<file path="config.mk">
export PLATFORM = sky130hd
export DESIGN_NAME = hand_joint_command_framer_core
export DESIGN_NICKNAME = d
export VERILOG_FILES = /design/src/rtl/hjcf_pkg.sv /design/src/rtl/hjcf_front.sv /design/src/rtl/hjcf_queue.sv /design/src/rtl/hjcf_back.sv /design/src/rtl/hand_joint_command_framer_core.sv
export SDC_FILE = /design/constraint.sdc
export NUM_CORES = 1
export LEC_CHECK = 0
export ABC_AREA = 1
export BUFFER_PORTS_ARGS = -buffer_cell sky130_fd_sc_hd__buf_4
export CAP_MARGIN = 20
export CORE_ASPECT_RATIO = 0.9
export CORE_MARGIN = 10
export CORE_UTILIZATION = 40
export DETAILED_ROUTE_END_ITERATION = 6
export GPL_ROUTABILITY_DRIVEN = 1
export PLACE_DENSITY = 0.58
export SLEW_MARGIN = 25
export SYNTH_ARGS = -nofsm -noshare
export SYNTH_HDL_FRONTEND = slang
export SYNTH_SLANG_ARGS = --single-unit
</file>
<file path="constraint.sdc">
create_clock -name i_clk -period 2.64 [get_ports i_clk]
set_input_delay 0.132 -clock i_clk [delete_from_list [all_inputs] [get_ports i_clk]]
set_output_delay 0.132 -clock i_clk [all_outputs]
set_load 0.02 [all_outputs]
</file>
<file path="src/rtl/hjcf_pkg.sv">
`timescale 1ns / 1ps

package hjcf_pkg;

    localparam int unsigned CMD_LEN      = 13;
    localparam int unsigned IDX_W        = $clog2(CMD_LEN);
    localparam int unsigned JOINTS       = 6;
    localparam int unsigned ACTION_W     = 5;
    localparam int unsigned SPEED_W      = 4;
    localparam int unsigned RESEND_W     = 8;
    localparam int unsigned QUEUE_DEPTH  = 2;
    localparam int unsigned QUEUE_PTR_W  = $clog2(QUEUE_DEPTH);
    localparam int unsigned QUEUE_CNT_W  = $clog2(QUEUE_DEPTH + 1);

    localparam logic [RESEND_W-1:0] RESEND_LIMIT  = 8'd3;
    localparam logic [SPEED_W-1:0]  SPEED_RESET   = 4'd3;
    localparam logic [SPEED_W-1:0]  SPEED_MAX     = 4'd9;
    localparam logic [ACTION_W-1:0] ACTION_STOP   = 5'd0;
    localparam logic [ACTION_W-1:0] ACTION_FIRST  = 5'd1;
    localparam logic [ACTION_W-1:0] ACTION_LAST   = 5'd26;
    localparam logic [IDX_W-1:0]    LAST_IDX      = IDX_W'(CMD_LEN - 1);

    localparam logic [7:0] CHAR_PLUS  = 8'h2B;
    localparam logic [7:0] CHAR_MINUS = 8'h2D;
    localparam logic [7:0] CHAR_ZERO  = 8'h30;
    localparam logic [7:0] CHAR_NINE  = 8'h39;
    localparam logic [7:0] CHAR_CR    = 8'h0D;

    typedef logic [JOINTS-1:0] t_mask;

    typedef struct packed {
        logic                has_stop;
        logic                stop_minus;
        logic                has_cmd;
        logic                cmd_minus;
        t_mask               cmd_mask;
        logic [SPEED_W-1:0]  cmd_digit;
    } t_desc;

    function automatic t_mask pair_mask(input logic [3:0] pair);
        t_mask m;
        case (pair)
            4'd0:    m = 6'h21;
            4'd1:    m = 6'h01;
            4'd2:    m = 6'h20;
            4'd3:    m = 6'h02;
            4'd4:    m = 6'h04;
            4'd5:    m = 6'h08;
            4'd6:    m = 6'h10;
            4'd7:    m = 6'h03;
            4'd8:    m = 6'h07;
            4'd9:    m = 6'h1F;
            4'd10:   m = 6'h23;
            4'd11:   m = 6'h3F;
            4'd12:   m = 6'h1C;
            default: m = 6'h00;
        endcase
        return m;
    endfunction

    function automatic logic [7:0] cmd_byte(input logic minus, input t_mask mask,
                                            input logic [SPEED_W-1:0] digit,
                                            input logic [IDX_W-1:0] idx);
        logic [7:0] b;
        logic [IDX_W-2:0] joint;
        joint = idx[IDX_W-1:1];
        if (idx == LAST_IDX) begin
            b = CHAR_CR;
        end else if (!idx[0]) begin
            b = minus ? CHAR_MINUS : CHAR_PLUS;
        end else if (((mask >> joint) & t_mask'(1)) != '0) begin
            b = CHAR_ZERO + {4'd0, digit};
        end else begin
            b = CHAR_ZERO;
        end
        return b;
    endfunction

endpackage

</file>
<file path="src/rtl/hjcf_front.sv">
`timescale 1ns / 1ps

module hjcf_front (
    input  logic                         i_clk,
    input  logic                         i_rst_n,
    input  logic                         i_cfg_we,
    input  logic [hjcf_pkg::SPEED_W-1:0] i_cfg_wdata,
    input  logic                         i_valid,
    input  logic [hjcf_pkg::ACTION_W-1:0] i_action,
    input  logic                         i_queue_full,
    output logic                         o_ready,
    output logic                         o_push,
    output hjcf_pkg::t_desc              o_desc
);

    logic [hjcf_pkg::SPEED_W-1:0]  r_speed;
    logic [hjcf_pkg::ACTION_W-1:0] r_prev, n_prev;
    logic [hjcf_pkg::RESEND_W-1:0] r_resend, n_resend;
    logic                          r_cmd_minus, n_cmd_minus;
    hjcf_pkg::t_mask               r_cmd_mask, n_cmd_mask;
    logic [hjcf_pkg::SPEED_W-1:0]  r_cmd_digit, n_cmd_digit;

    logic                          accept;
    logic                          changed;
    logic                          known;
    logic [hjcf_pkg::ACTION_W-1:0] pair_sel;
    hjcf_pkg::t_desc               desc;

    assign accept   = i_valid && !i_queue_full;
    assign o_ready  = !i_queue_full;
    assign changed  = (r_prev != i_action);
    assign known    = (i_action >= hjcf_pkg::ACTION_FIRST) &&
                      (i_action <= hjcf_pkg::ACTION_LAST);
    assign pair_sel = (i_action - hjcf_pkg::ACTION_FIRST) >> 1;

    always_comb begin
        n_prev      = r_prev;
        n_resend    = r_resend;
        n_cmd_minus = r_cmd_minus;
        n_cmd_mask  = r_cmd_mask;
        n_cmd_digit = r_cmd_digit;
        desc        = '0;

        desc.has_stop   = (r_prev[0] ^ i_action[0]) && (r_prev != hjcf_pkg::ACTION_STOP);
        desc.stop_minus = r_prev[0];

        if (changed) begin
            n_resend    = '0;
            n_cmd_digit = (r_speed > hjcf_pkg::SPEED_MAX) ? hjcf_pkg::SPEED_MAX : r_speed;
            if (known) begin
                n_prev      = i_action;
                n_cmd_minus = i_action[0];
                n_cmd_mask  = hjcf_pkg::pair_mask(pair_sel[3:0]);
            end else begin
                n_prev      = hjcf_pkg::ACTION_STOP;
                n_cmd_minus = 1'b0;
                n_cmd_mask  = '0;
            end
            desc.has_cmd = 1'b1;
        end else if (r_resend < hjcf_pkg::RESEND_LIMIT) begin
            n_resend     = r_resend + 1'b1;
            desc.has_cmd = 1'b1;
        end

        desc.cmd_minus = n_cmd_minus;
        desc.cmd_mask  = n_cmd_mask;
        desc.cmd_digit = n_cmd_digit;
    end

    assign o_push = accept && (desc.has_stop || desc.has_cmd);
    assign o_desc = desc;

    always_ff @(posedge i_clk) begin
        if (!i_rst_n) begin
            r_speed     <= hjcf_pkg::SPEED_RESET;
            r_prev      <= hjcf_pkg::ACTION_STOP;
            r_resend    <= '0;
            r_cmd_minus <= 1'b0;
            r_cmd_mask  <= '0;
            r_cmd_digit <= '0;
        end else begin
            if (i_cfg_we) begin
                r_speed <= i_cfg_wdata;
            end
            if (accept) begin
                r_prev      <= n_prev;
                r_resend    <= n_resend;
                r_cmd_minus <= n_cmd_minus;
                r_cmd_mask  <= n_cmd_mask;
                r_cmd_digit <= n_cmd_digit;
            end
        end
    end

endmodule

</file>
<file path="src/rtl/hjcf_queue.sv">
`timescale 1ns / 1ps

module hjcf_queue (
    input  logic            i_clk,
    input  logic            i_rst_n,
    input  logic            i_push,
    input  hjcf_pkg::t_desc i_desc,
    input  logic            i_pop,
    output logic            o_full,
    output logic            o_valid,
    output hjcf_pkg::t_desc o_head
);

    hjcf_pkg::t_desc                     r_mem [hjcf_pkg::QUEUE_DEPTH];
    logic [hjcf_pkg::QUEUE_PTR_W-1:0]    r_wr_ptr;
    logic [hjcf_pkg::QUEUE_PTR_W-1:0]    r_rd_ptr;
    logic [hjcf_pkg::QUEUE_CNT_W-1:0]    r_count;

    assign o_full  = (r_count == hjcf_pkg::QUEUE_CNT_W'(hjcf_pkg::QUEUE_DEPTH));
    assign o_valid = (r_count != '0);
    assign o_head  = r_mem[r_rd_ptr];

    always_ff @(posedge i_clk) begin
        if (i_push) begin
            r_mem[r_wr_ptr] <= i_desc;
        end
    end

    always_ff @(posedge i_clk) begin
        if (!i_rst_n) begin
            r_wr_ptr <= '0;
            r_rd_ptr <= '0;
            r_count  <= '0;
        end else begin
            if (i_push) begin
                r_wr_ptr <= r_wr_ptr + 1'b1;
            end
            if (i_pop) begin
                r_rd_ptr <= r_rd_ptr + 1'b1;
            end
            if (i_push && !i_pop) begin
                r_count <= r_count + 1'b1;
            end else if (!i_push && i_pop) begin
                r_count <= r_count - 1'b1;
            end
        end
    end

endmodule

</file>
<file path="src/rtl/hjcf_back.sv">
`timescale 1ns / 1ps

module hjcf_back (
    input  logic            i_clk,
    input  logic            i_rst_n,
    input  logic            i_valid,
    input  hjcf_pkg::t_desc i_head,
    output logic            o_pop,
    output logic            o_m_tvalid,
    input  logic            i_m_tready,
    output logic [7:0]      o_m_tdata,
    output logic            o_m_tlast
);

    logic [hjcf_pkg::IDX_W-1:0] r_idx;
    logic                       r_stop_done;
    logic                       r_valid;
    logic [7:0]                 r_data;
    logic                       r_last;

    logic                       advance;
    logic                       in_stop;
    logic                       run_end;
    logic                       item_end;
    logic                       minus;
    hjcf_pkg::t_mask            mask;

    assign advance  = i_valid && (!r_valid || i_m_tready);
    assign in_stop  = i_head.has_stop && !r_stop_done;
    assign run_end  = (r_idx == hjcf_pkg::LAST_IDX);
    assign item_end = run_end && (!in_stop || !i_head.has_cmd);
    assign minus    = in_stop ? i_head.stop_minus : i_head.cmd_minus;
    assign mask     = in_stop ? '0 : i_head.cmd_mask;
    assign o_pop    = advance && item_end;

    always_ff @(posedge i_clk) begin
        if (advance) begin
            r_data <= hjcf_pkg::cmd_byte(minus, mask, i_head.cmd_digit, r_idx);
            r_last <= item_end;
        end
    end

    always_ff @(posedge i_clk) begin
        if (!i_rst_n) begin
            r_idx       <= '0;
            r_stop_done <= 1'b0;
            r_valid     <= 1'b0;
        end else begin
            if (advance) begin
                r_valid <= 1'b1;
                if (run_end) begin
                    r_idx       <= '0;
                    r_stop_done <= !item_end;
                end else begin
                    r_idx <= r_idx + 1'b1;
                end
            end else if (i_m_tready) begin
                r_valid <= 1'b0;
            end
        end
    end

    assign o_m_tvalid = r_valid;
    assign o_m_tdata  = r_data;
    assign o_m_tlast  = r_last;

endmodule

</file>
<file path="src/rtl/hand_joint_command_framer_core.sv">
`timescale 1ns / 1ps
// Channel     Direction  Ports                               Contents
// s (input)   in         i_s_tvalid, o_s_tready, i_s_tdata   action_code in bits 4:0
// m (output)  out        o_m_tvalid, i_m_tready, o_m_tdata   out_byte, last_byte on o_m_tlast
// cfg         in         i_cfg_we, i_cfg_wdata               joint_speed
//
// An action yields 0, 13 or 26 bytes, one per cycle from the output register unless o_m stalls.
// The output byte sequencer, not the front, sets how fast actions drain.
// A two-entry command queue lets the front take actions while bytes stream out.
// Reset is synchronous and clears the queue, output valid flag and stored command.
// A stall on o_m holds the current byte and, once the queue fills, o_s_tready.

module hand_joint_command_framer_core (
    input  logic       i_clk,
    input  logic       i_rst_n,
    input  logic       i_cfg_we,
    input  logic [3:0] i_cfg_wdata,
    input  logic       i_s_tvalid,
    output logic       o_s_tready,
    input  logic [7:0] i_s_tdata,   // [4:0] action_code, [7:5] zero
    output logic       o_m_tvalid,
    input  logic       i_m_tready,
    output logic [7:0] o_m_tdata,   // [7:0] out_byte
    output logic       o_m_tlast
);

    logic            push;
    logic            pop;
    logic            queue_full;
    logic            queue_valid;
    hjcf_pkg::t_desc push_desc;
    hjcf_pkg::t_desc head_desc;

    hjcf_front u_front (
        .i_clk        (i_clk),
        .i_rst_n      (i_rst_n),
        .i_cfg_we     (i_cfg_we),
        .i_cfg_wdata  (i_cfg_wdata),
        .i_valid      (i_s_tvalid),
        .i_action     (i_s_tdata[hjcf_pkg::ACTION_W-1:0]),
        .i_queue_full (queue_full),
        .o_ready      (o_s_tready),
        .o_push       (push),
        .o_desc       (push_desc)
    );

    hjcf_queue u_queue (
        .i_clk   (i_clk),
        .i_rst_n (i_rst_n),
        .i_push  (push),
        .i_desc  (push_desc),
        .i_pop   (pop),
        .o_full  (queue_full),
        .o_valid (queue_valid),
        .o_head  (head_desc)
    );

    hjcf_back u_back (
        .i_clk      (i_clk),
        .i_rst_n    (i_rst_n),
        .i_valid    (queue_valid),
        .i_head     (head_desc),
        .o_pop      (pop),
        .o_m_tvalid (o_m_tvalid),
        .i_m_tready (i_m_tready),
        .o_m_tdata  (o_m_tdata),
        .o_m_tlast  (o_m_tlast)
    );

endmodule

</file>
==> results.md, run 1 <==
* Power density cells at 664 nW/um^2
* Overall fraction of global-route tracks in use at 11.4%
* Class of the tightest hold or removal check: primary input to flop
* Final count of hold timing violations at 0
* Cell types with the largest area share after synthesis: edfxtp_1, dfxtp_1, nand2_1
* Antenna diode count at 0
* Number of buffers on the longest clock path at 2
* Area share of the largest cell type after synthesis at 31.0%
* CP endpoint kind: flop
* Number of max-capacitance violations reported at 0
* Hold depth at 3
* Switching Fraction at 28.9%
* Row cnt at 31
* Synthesis-stage register bit count at 74
* Number of synthesized flops with an enable pin at 35
* Sink of the worst hold path: u_front.r_speed[1]
* Largest driver fanout on the critical path at 8
* Outcome: completed
* First-pass GRT wire length at 11300 um
* Peak supply drop at 0.259 mV
* Max-slew violation total from the final report at 0
* Highest attainable clock frequency at 470 MHz
* Number of nets in the layout at 456
* Data required, critical path at 2.86 ns
* Internal power of the cells at 1820 uW
* Slew margin rel. at 60.7%
* RSZ-0062 raised after global routing: no
* Number of antenna violations at the first check in global routing at 0
* Number of warnings reported in the yosys synthesis log at 0
* Cells after DPL at 516
* Share of the synthesized area in compound gates (AO/OA/AOI/OAI) at 8.38%
* Number of sinks on the clock net at 74
* Logic pwr share at 17.6%
* Slew at the pin closest to its max-slew limit at 0.588 ns
* Top library cells by usage in the layout, fill and taps aside: nand2_1, inv_1, nor2_1
* Via count of the first global-routing pass at 2450
* Routed wire per std cell at 12.3 um
* Most frequent standard cell in the layout excluding fill and tap cells: nand2_1
* Antenna-violating nets left at 0
* Final setup fails at 0
* Leftover overflow at the end of global routing at 0
* Clock power frac at 28.7%
* Summed negative setup slack over all endpoints at 0 ns
* HPWL Detailed at 4930 um
* Clock Pin Slew Worst Setup and Hold Paths at 0.08 ns
* Asr flop ratio synth at 0%
* Number of H-tree levels at 3
* Cell leakage power at 0.00169 uW
* DRT Wirelength at 6590 um
* Hold wc startpoint: i_cfg_we
* Port buffer count at 22
* Count of pins on the block boundary at 28
* Portion of netlist area occupied by mux cells at 0%
* Placeable core region at 8150 sq um
* Via density per instance at 4.74
* Post-synthesis instance total at 398
* Share of synthesized cell area in full adder, half adder and majority cells at 2.58%
* Synthesis-to-layout area growth at 13.9%
* Net switching power figure at 739 uW
* Origin of the critical flop-to-flop path: u_front.r_prev[0]
* Prevailing post-synth register cell: dfxtp_1
* Overall die height at 107 um
* Area share of and/or/nand/nor cells after synthesis at 24.6%
* Combinational family with the most area after synthesis: simple AND/OR/NAND/NOR gates
* Startpoint types: flop
* Synthesized-area fraction occupied by xor and xnor cells at 2.55%
* Post-synthesis sequential area ratio at 54.1%
* Endpoint of the worst-slack reg-to-reg timing path: u_queue.r_count[1]
* Post-synthesis average cell area at 8.51 sq um
* Post-route insts no fill at 536
* DRC violations left at 0
* Share of layout cells above drive strength 1 at 12.6%
* Number of distinct library cells after synthesis at 32
* First-iteration detailed-routing DRC count at 136
* Die width at 117 um
* Cell at the root of the clock tree: clkbuf_8
* Cell type contributing the most total cell area after synthesis: edfxtp_1
* Sequential power share at 53.6%
* Drt first pass iters at 4
* Startpoint-to-endpoint class of the critical path: flop to flop
* Starting density of the core at 41.6%
* CTS tree: yes
* Worst-skew pair later-pin latency at 0.34 ns
* Depth of the most critical reg-to-reg path at 10
* Number of gates resized after CTS at 0
* Vias at 2540
* Number of buffers created by CTS at 9
* Synth Cell Area at 3390 sq um
* Min Clock Period, post-route at 2.13 ns
* Final clock period utilization by the worst path at 80.5%
* Largest net degree at the start of global routing at 19
* Register-to-register setup slack at 0.51 ns
* Die footprint at 12600 sq um
* Placer's final routability congestion estimate at 0.824
* Fin Clk Skew at 0.00594 ns
* Arrival time of the worst setup path at 2.35 ns
[worst max path at each step]
stage	start	end	slack [ns]
4_1_cts	u_front.r_prev[2]	u_queue.r_count[1]	0.49
3_3_place_gp	u_front.r_prev[0]	u_queue.r_count[1]	0.55
6_report	u_front.r_prev[0]	u_queue.r_count[1]	0.51
2_1_floorplan	u_front.r_prev[0]	u_queue.r_mem[0][0]	0.65
3_5_place_dp	u_front.r_prev[2]	u_queue.r_count[1]	0.49
5_1_grt	u_front.r_prev[1]	u_queue.r_count[1]	0.26
[cell families after synthesis]
logic type,count (synthesis)
buffers and inverters,61
adder cells (fa/ha/maj),7
other,1
flip-flops,74
AND/OR/NAND/NOR,193
XOR/XNOR,9
AO/OA/AOI/OAI,53
[critical path: stages (launching register included)]
cell     delay, ns
dfxtp_1       0.34
xor2_1        0.17
nor2_1        0.15
nand2_1       0.09
nor2_2        0.30
a21oi_1       0.16
ha_1          0.35
a21oi_1       0.11
o21ai_0       0.12
o21ai_0       0.16
a21oi_1       0.07
[Yosys cell counts, types with 5 or more instances]
cell type  count
a21oi_1       13
o22ai_1        7
edfxtp_1      35
nor2_1        49
inv_1         50
o21ai_0       26
xor2_1         8
nand4_1        5
nand2_1       99
nor3_1         6
nand3_1       22
dfxtp_1       39
ha_1           7
[layout make-up]
| class | instances | area, sq um |
|---|---|---|
| Timing Repair Buffer | 32 | 250 |
| Tap cell | 99 | 124 |
| Inverter | 51 | 191 |
| Multi-Input combinational cell | 264 | 1300 |
| Clock inverter | 6 | 33.8 |
| Fill cell | 782 | 4290 |
| Clock buffer | 10 | 128 |
| Sequential cell | 74 | 1830 |
[registers in the layout (all words and copies together) (netlist names), 4 cells and up, named ones only]
signal,flops
u_front.r_cmd_digit,4
u_queue.r_mem,28
u_back.o_m_tdata,6
u_front.r_cmd_mask,6
u_front.r_speed,4
u_front.r_resend,8
u_back.r_idx,4
u_front.r_prev,5
[layer usage]
metal | up-vias | routed length (um) | track usage [%]
li1 | 1353 | - | -
met1 | 1137 | 3320 | 14.2
met2 | 45 | 2970 | 18.1
met3 | 5 | 239 | 3.29
met4 | 0 | 63 | 4.50
met5 | - | 0 | 0
[power groups by stage]
stage / clock network (uW) / registers [uW] / logic [uW]
CTS: 762 / 1370 / 457
detailed placement: 0 / 1400 / 451
global placement: 0 / 1400 / 444
floorplan: 0 / 1420 / 288
global route: 814 / 1380 / 515
finish: 736 / 1370 / 452
[per-stage QoR]
stage	instance area (sq um)	utilization, %	power (uW)	worst slack [ns]	hold slack [ns]
after floorplan	3390	-	1700	0.653	0.232
after global placement	3660	44.9	1840	0.552	0.346
after detailed placement	3660	44.9	1850	0.493	0.348
after CTS	3860	47.4	2590	0.486	0.0190
after global routing	3860	47.4	2710	0.260	0.0339
final	3860	47.4	2560	0.514	0.0356
[timing repair]
| action | 4_1_cts | 5_1_grt |
|---|---|---|
| endpoints found under the hold margin | 3 | 0 |
| hold buffers | 4 | 0 |
| buffers inserted | 0 | 0 |
(Power assumes the default switching activity.)
==> run 2, diff against run 1 <==
Settings changed: PLACE_DENSITY 0.58 to 0.6.
Clock period 2.64 ns to 1.8 ns, I/O delays scaled along.
==> run 2 against run 1 <==
Effect of this change:
- total power increased by 57%
- hold slack worse by 0.0070 ns
- cell area rose by 7.7%
- clock skew about the same
- first-iteration DRC count decreased by 18%
- sequential cell count did not move
- sequential share of layout area is 3.3 points lower
- register-to-register slack lost 0.42 ns
- global-route usage grew 0.42 points
- critical path depth decreased by 1
- die area unchanged
- via count rose by 4.1%
- critical path type unchanged
- critical endpoint unchanged
- largest cell class unchanged
- largest power group unchanged
==> results.md, run 2 (synthesis results as in run 1) <==
* Worst hold slack across all endpoints at 0.0285 ns
* Min Clock Period, post-route at 1.71 ns
* Cell leakage power at 0.00182 uW
* Cells after DPL at 535
* Port buffer count at 22
* DRT Wirelength at 6830 um
* Final clock period utilization by the worst path at 95.0%
* Summed negative setup slack over all endpoints at 0 ns
* Worst-skew pair later-pin latency at 0.34 ns
* Overall die height at 107 um
* Count of pins on the block boundary at 28
* Max-slew violation total from the final report at 0
* Number of max-capacitance violations reported at 0
* Vias at 2643
* Overall fraction of global-route tracks in use at 11.8%
* Routed wire per std cell at 12.2 um
* Starting density of the core at 41.6%
* Cell at the root of the clock tree: clkbuf_8
* Pre-CTS setup slack at -0.00857 ns
* Sequential power share at 49.7%
* Most frequent standard cell in the layout excluding fill and tap cells: nand2_1
* Number of buffers on the longest clock path at 2
* Drt first pass iters at 4
* Placeable core region at 8150 sq um
* CTS tree: yes
* Power density cells at 969 nW/um^2
* Critical path, cell by cell: ha_1 -> nor3_2 -> nand4_1 -> a21oi_2 -> ha_4 -> a21oi_2 -> o21ai_1 -> o21ai_1 -> a21oi_1
* Standard cell with the maximum stage delay on the critical path: dfxtp_1
* Synthesis-to-layout area growth at 22.6%
* Delay of the slowest cell on the worst path at 0.32 ns
* Peak supply drop at 0.396 mV
* CP bufs+invs at 0
* Largest driver fanout on the critical path at 2
* Net switching power figure at 1130 uW
* Startpoint types: flop
* Row cnt at 31
* Top library cells by usage in the layout, fill and taps aside: nand2_1, inv_1, buf_4
* Die footprint at 12600 sq um
* Number of buffers created by CTS at 9
* Kind of cell adding the most delay to the critical path: compound AO/OA/AOI/OAI gates
* Placer's final routability congestion estimate at 0.809
* Number of flip-flops under the largest register name at 28
* Final count of hold timing violations at 0
* Class of the tightest hold or removal check: primary input to flop
* Final setup fails at 0
* Fin Clk Skew at 0.00585 ns
* Number of nets in the layout at 480
* Via count of the first global-routing pass at 2611
* Area after DPL at 3830 sq um
* Post-route insts no fill at 560
* Clock power frac at 31.0%
* HPWL Detailed at 5080 um
* Antenna-violating nets left at 0
* Summed area of non-filler cells in the final layout at 4160 sq um
* Biggest regs: u_queue.r_mem: 28 flops, u_front.r_resend: 8 flops
* Number of H-tree levels at 3
* Largest net degree at the start of global routing at 16
* Area taken by multi-input logic gates at 1350 sq um
* Filler Cell Count at 760
* Switching Fraction at 28.2%
* Register containing the most flip-flops in the final layout: u_queue.r_mem
* Clock Pin Slew Worst Setup and Hold Paths at 0.08 ns
* Die width at 117 um
* Startpoint-to-endpoint class of the critical path: flop to flop
* Via density per instance at 4.72
* Arrival time of the worst setup path at 1.95 ns
* Data required, critical path at 2.04 ns
* First-iteration detailed-routing DRC count at 111
* First-pass GRT wire length at 11900 um
* Outcome: completed
* Internal power of the cells at 2890 uW
* RSZ-0062 raised after global routing: yes
* DRC violations left at 0
* Logic pwr share at 19.3%
* Highest attainable clock frequency at 585 MHz
* Final worst slack at 0.0902 ns
* Sequential cell area at 1830 sq um
* Number of antenna violations at the first check in global routing at 0
* Share of layout cells above drive strength 1 at 19.7%
* Number of sinks on the clock net at 74
* Leftover overflow at the end of global routing at 0
* CP endpoint kind: flop
* Antenna diode count at 0
run 2: timing repair:
action | CTS | global route
setup endpoints to repair | 1 | 31
endpoints found under the hold margin | 4 | 0
hold buffers | 7 | 0
cloned | 0 | 0
resized for setup | 1 | 10
buffers inserted | 0 | 3
pin swaps | 1 | 8
run 2: power groups by stage:
stage / combinational (uW) / sequential [uW] / clock [uW]
after detailed placement: 752 / 2040 / 0
after CTS: 768 / 2000 / 1290
after floorplan: 425 / 2080 / 0
after global placement: 744 / 2040 / 0
after global routing: 885 / 2020 / 1360
final: 779 / 2000 / 1250
run 2: path summary, 6_finish.rpt:
check | start | slack, ns | cells after the start | end
hold reg to reg | u_front.r_resend[6] | 0.44 | 2 | u_front.r_resend[6]
setup reg to reg | u_front.r_resend[0] | 0.09 | 9 | u_queue.r_count[1]
setup / recovery | u_front.r_resend[0] | 0.09 | 9 | u_queue.r_count[1]
hold / removal | i_cfg_wdata[3] | 0.03 | 3 | u_front.r_speed[3]
run 2: through the flow:
| step | utilization [%] | total power [uW] |
|---|---|---|
| after floorplan | - | 2500 |
| after global placement | 47.0 | 2780 |
| after detailed placement | 47.0 | 2790 |
| after CTS | 50.3 | 4050 |
| after global routing | 51.0 | 4260 |
| final | 51.0 | 4030 |
run 2: area by class of cell:
cell class / count / area share, %
clock inverter: 7 / 1.69
multi-input combinational: 264 / 32.4
timing repair buffer: 56 / 11.2
tap: 99 / 2.98
sequential: 74 / 44.1
inverter: 51 / 4.61
clock buffer: 9 / 2.98
run 2: routing by layer:
layer  vias up  track usage (%)  wire length, um
met4         0             4.32               71
met3         8             3.73              298
met5         -                0                0
met2        45             19.4             3220
li1       1400                -                -
met1      1190             14.1             3230
run 2: worst reg2reg max path, cell delays in order (launching register included):
cell and delay, ns:
dfxtp_1 0.32, ha_1 0.20, nor3_2 0.11, nand4_1 0.14, a21oi_2 0.25, ha_4 0.24, a21oi_2 0.09, o21ai_1 0.08
o21ai_1 0.13, a21oi_1 0.05
==> run 3, diff against run 2 <==
Clock period 1.8 ns to 1.5 ns, I/O delays scaled along.
==> run 3 against run 2 <==
Effect of this change:
- utilization grew 13 points
- sequential cell count did not move
- sequential share of layout area fell by 8.6 points
- worst setup slack got worse by 0.37 ns
- first-iteration DRC count is 4.5% higher
- the run now ends with setup timing left
- fmax fell by 3.8%
- register-to-register slack got worse by 0.37 ns
==> results.md, run 3 (synthesis results as in run 1) <==
* Outcome: finished with violations
* Violated checks: setup timing
* Biggest regs: u_queue.r_mem: 28 flops, u_front.r_resend: 8 flops
* Met3 Routed Length at 308 um
* Clock Pin Slew Worst Setup and Hold Paths at 0.08 ns
* Cell leakage power at 0.00221 uW
* Die footprint at 12600 sq um
* Final setup fails at 66
* Most frequent standard cell in the layout excluding fill and tap cells: nand2_1
* Synthesis-to-layout area growth at 53.0%
* DRC violations left at 0
* Delay of the slowest cell on the worst path at 0.34 ns
* Number of buffers created by CTS at 9
* Register containing the most flip-flops in the final layout: u_queue.r_mem
* Max-slew violation total from the final report at 0
* Die width at 117 um
* Largest net degree at the start of global routing at 16
* Share of the core filled with cells at 63.6%
* Drt first pass iters at 5
* Vias at 2984
* Antenna diode count at 0
* Via density per instance at 4.91
* Summed negative setup slack over all endpoints at -8.81 ns
* Register-to-register setup slack at -0.28 ns
* Final clock period utilization by the worst path at 118%
* Highest attainable clock frequency at 563 MHz
* CTS tree: yes
* Number of buffers on the longest clock path at 2
* Area after DPL at 4100 sq um
* Starting density of the core at 41.6%
* Number of nets in the layout at 528
* First-pass GRT wire length at 13200 um
* Count of pins on the block boundary at 28
* Summed area of non-filler cells in the final layout at 5180 sq um
* Row cnt at 31
* Power density cells at 1100 nW/um^2
* Number of flip-flops under the largest register name at 28
* Cells after DPL at 565
* CP endpoint kind: flop
* Final worst slack at -0.277 ns
* Antenna-violating nets left at 0
* Fin Clk Skew at 0.00781 ns
* RSZ-0062 raised after global routing: yes
* First-iteration detailed-routing DRC count at 116
* Number of max-capacitance violations reported at 0
* Share of layout cells above drive strength 1 at 41.3%
* Overall die height at 107 um
* Port buffer count at 22
* Overall fraction of global-route tracks in use at 13.4%
* Data required, critical path at 1.62 ns
* Number of H-tree levels at 3
* Standard cell with the maximum stage delay on the critical path: dfxtp_2
* Critical path, cell by cell: xor2_2 -> nor2_2 -> nand2_2 -> nor2_4 -> buf_6 -> nand2_8 -> nand3_4 -> clkinvlp_4 -> clkbuf_16
* Peak supply drop at 0.944 mV
* Via count of the first global-routing pass at 2801
* Cell at the root of the clock tree: clkbuf_8
* Startpoint types: flop
* Placer's final routability congestion estimate at 0.841
* Number of antenna violations at the first check in global routing at 0
* Number of sinks on the clock net at 74
* Placeable core region at 8150 sq um
* HPWL Detailed at 5570 um
* Routed wire per std cell at 14.1 um
* Worst-skew pair later-pin latency at 0.35 ns
* Sum of routed wire segments on met1 at 3720 um
* Max layer used: met4
* Class of the tightest hold or removal check: primary input to flop
* Post-route insts no fill at 608
* Metal2 WL at 4360 um
* Min Clock Period, post-route at 1.78 ns
* Leftover overflow at the end of global routing at 0
* Startpoint-to-endpoint class of the critical path: flop to flop
* Largest driver fanout on the critical path at 7
* Tot Pwr at 5690 uW
* Final count of hold timing violations at 0
* DRT Wirelength at 8580 um
* Arrival time of the worst setup path at 1.90 ns
* Top library cells by usage in the layout, fill and taps aside: nand2_1, buf_4, inv_1
==> run 3: through the flow <==
stage | hold WS, ns | setup slack, ns
final | 0.106 | -0.277
after global placement | 0.286 | -0.203
after global routing | 0.109 | -0.350
after floorplan | 0.175 | -0.250
after CTS | 0.0572 | -0.281
after detailed placement | 0.299 | -0.255
==> run 3: cell type report <==
| class | instances | area [sq um] |
|---|---|---|
| fill | 607 | 2960 |
| clock buffer | 9 | 124 |
| timing repair buffer | 103 | 976 |
| inverter | 51 | 215 |
| tap | 99 | 124 |
| sequential | 74 | 1840 |
| multi-input combinational | 265 | 1790 |
| clock inverter | 7 | 116 |
==> run 3: worst max-delay path, delay by kind of cell (launching register included) <==
| kind | cells | cell delay, ns |
|---|---|---|
| flops | 1 | 0.34 |
| buf+inv | 3 | 0.48 |
| xor+xnor | 1 | 0.15 |
| simple gates | 5 | 0.56 |
==> run 3: worst paths after layout <==
path                       startpoint             endpoint  depth (start not counted)
hold reg to reg   u_front.r_resend[7]  u_front.r_resend[7]                          2
setup reg to reg    u_front.r_prev[0]  u_queue.r_mem[1][9]                          9
setup / recovery    u_front.r_prev[0]  u_queue.r_mem[1][9]                          9
hold / removal           i_s_tdata[0]    u_front.r_prev[0]                          3
==> run 3: power breakdown <==
group / internal (uW) / switching, uW / leakage, uW
logic: 637 / 763 / 0.00145
registers: 2340 / 87.2 / 0.000644
clock network: 1100 / 756 / 0.000120
total: 4080 / 1610 / 0.00221
==> run 3: metal layers <==
metal	vias to the layer above	GRT usage (%)
li1	1506	-
met5	-	0
met3	15	4.35
met1	1410	16.3
met4	0	4.14
met2	53	22.1
==> run 3: timing repair <==
action                                  CTS  global route
pin swaps                                13            20
hold buffers                              8             0
buffers inserted                          4            13
endpoints found under the setup margin   78            83
cloned                                    2             2
resized for setup                        64            74
endpoints found under the hold margin     5             0
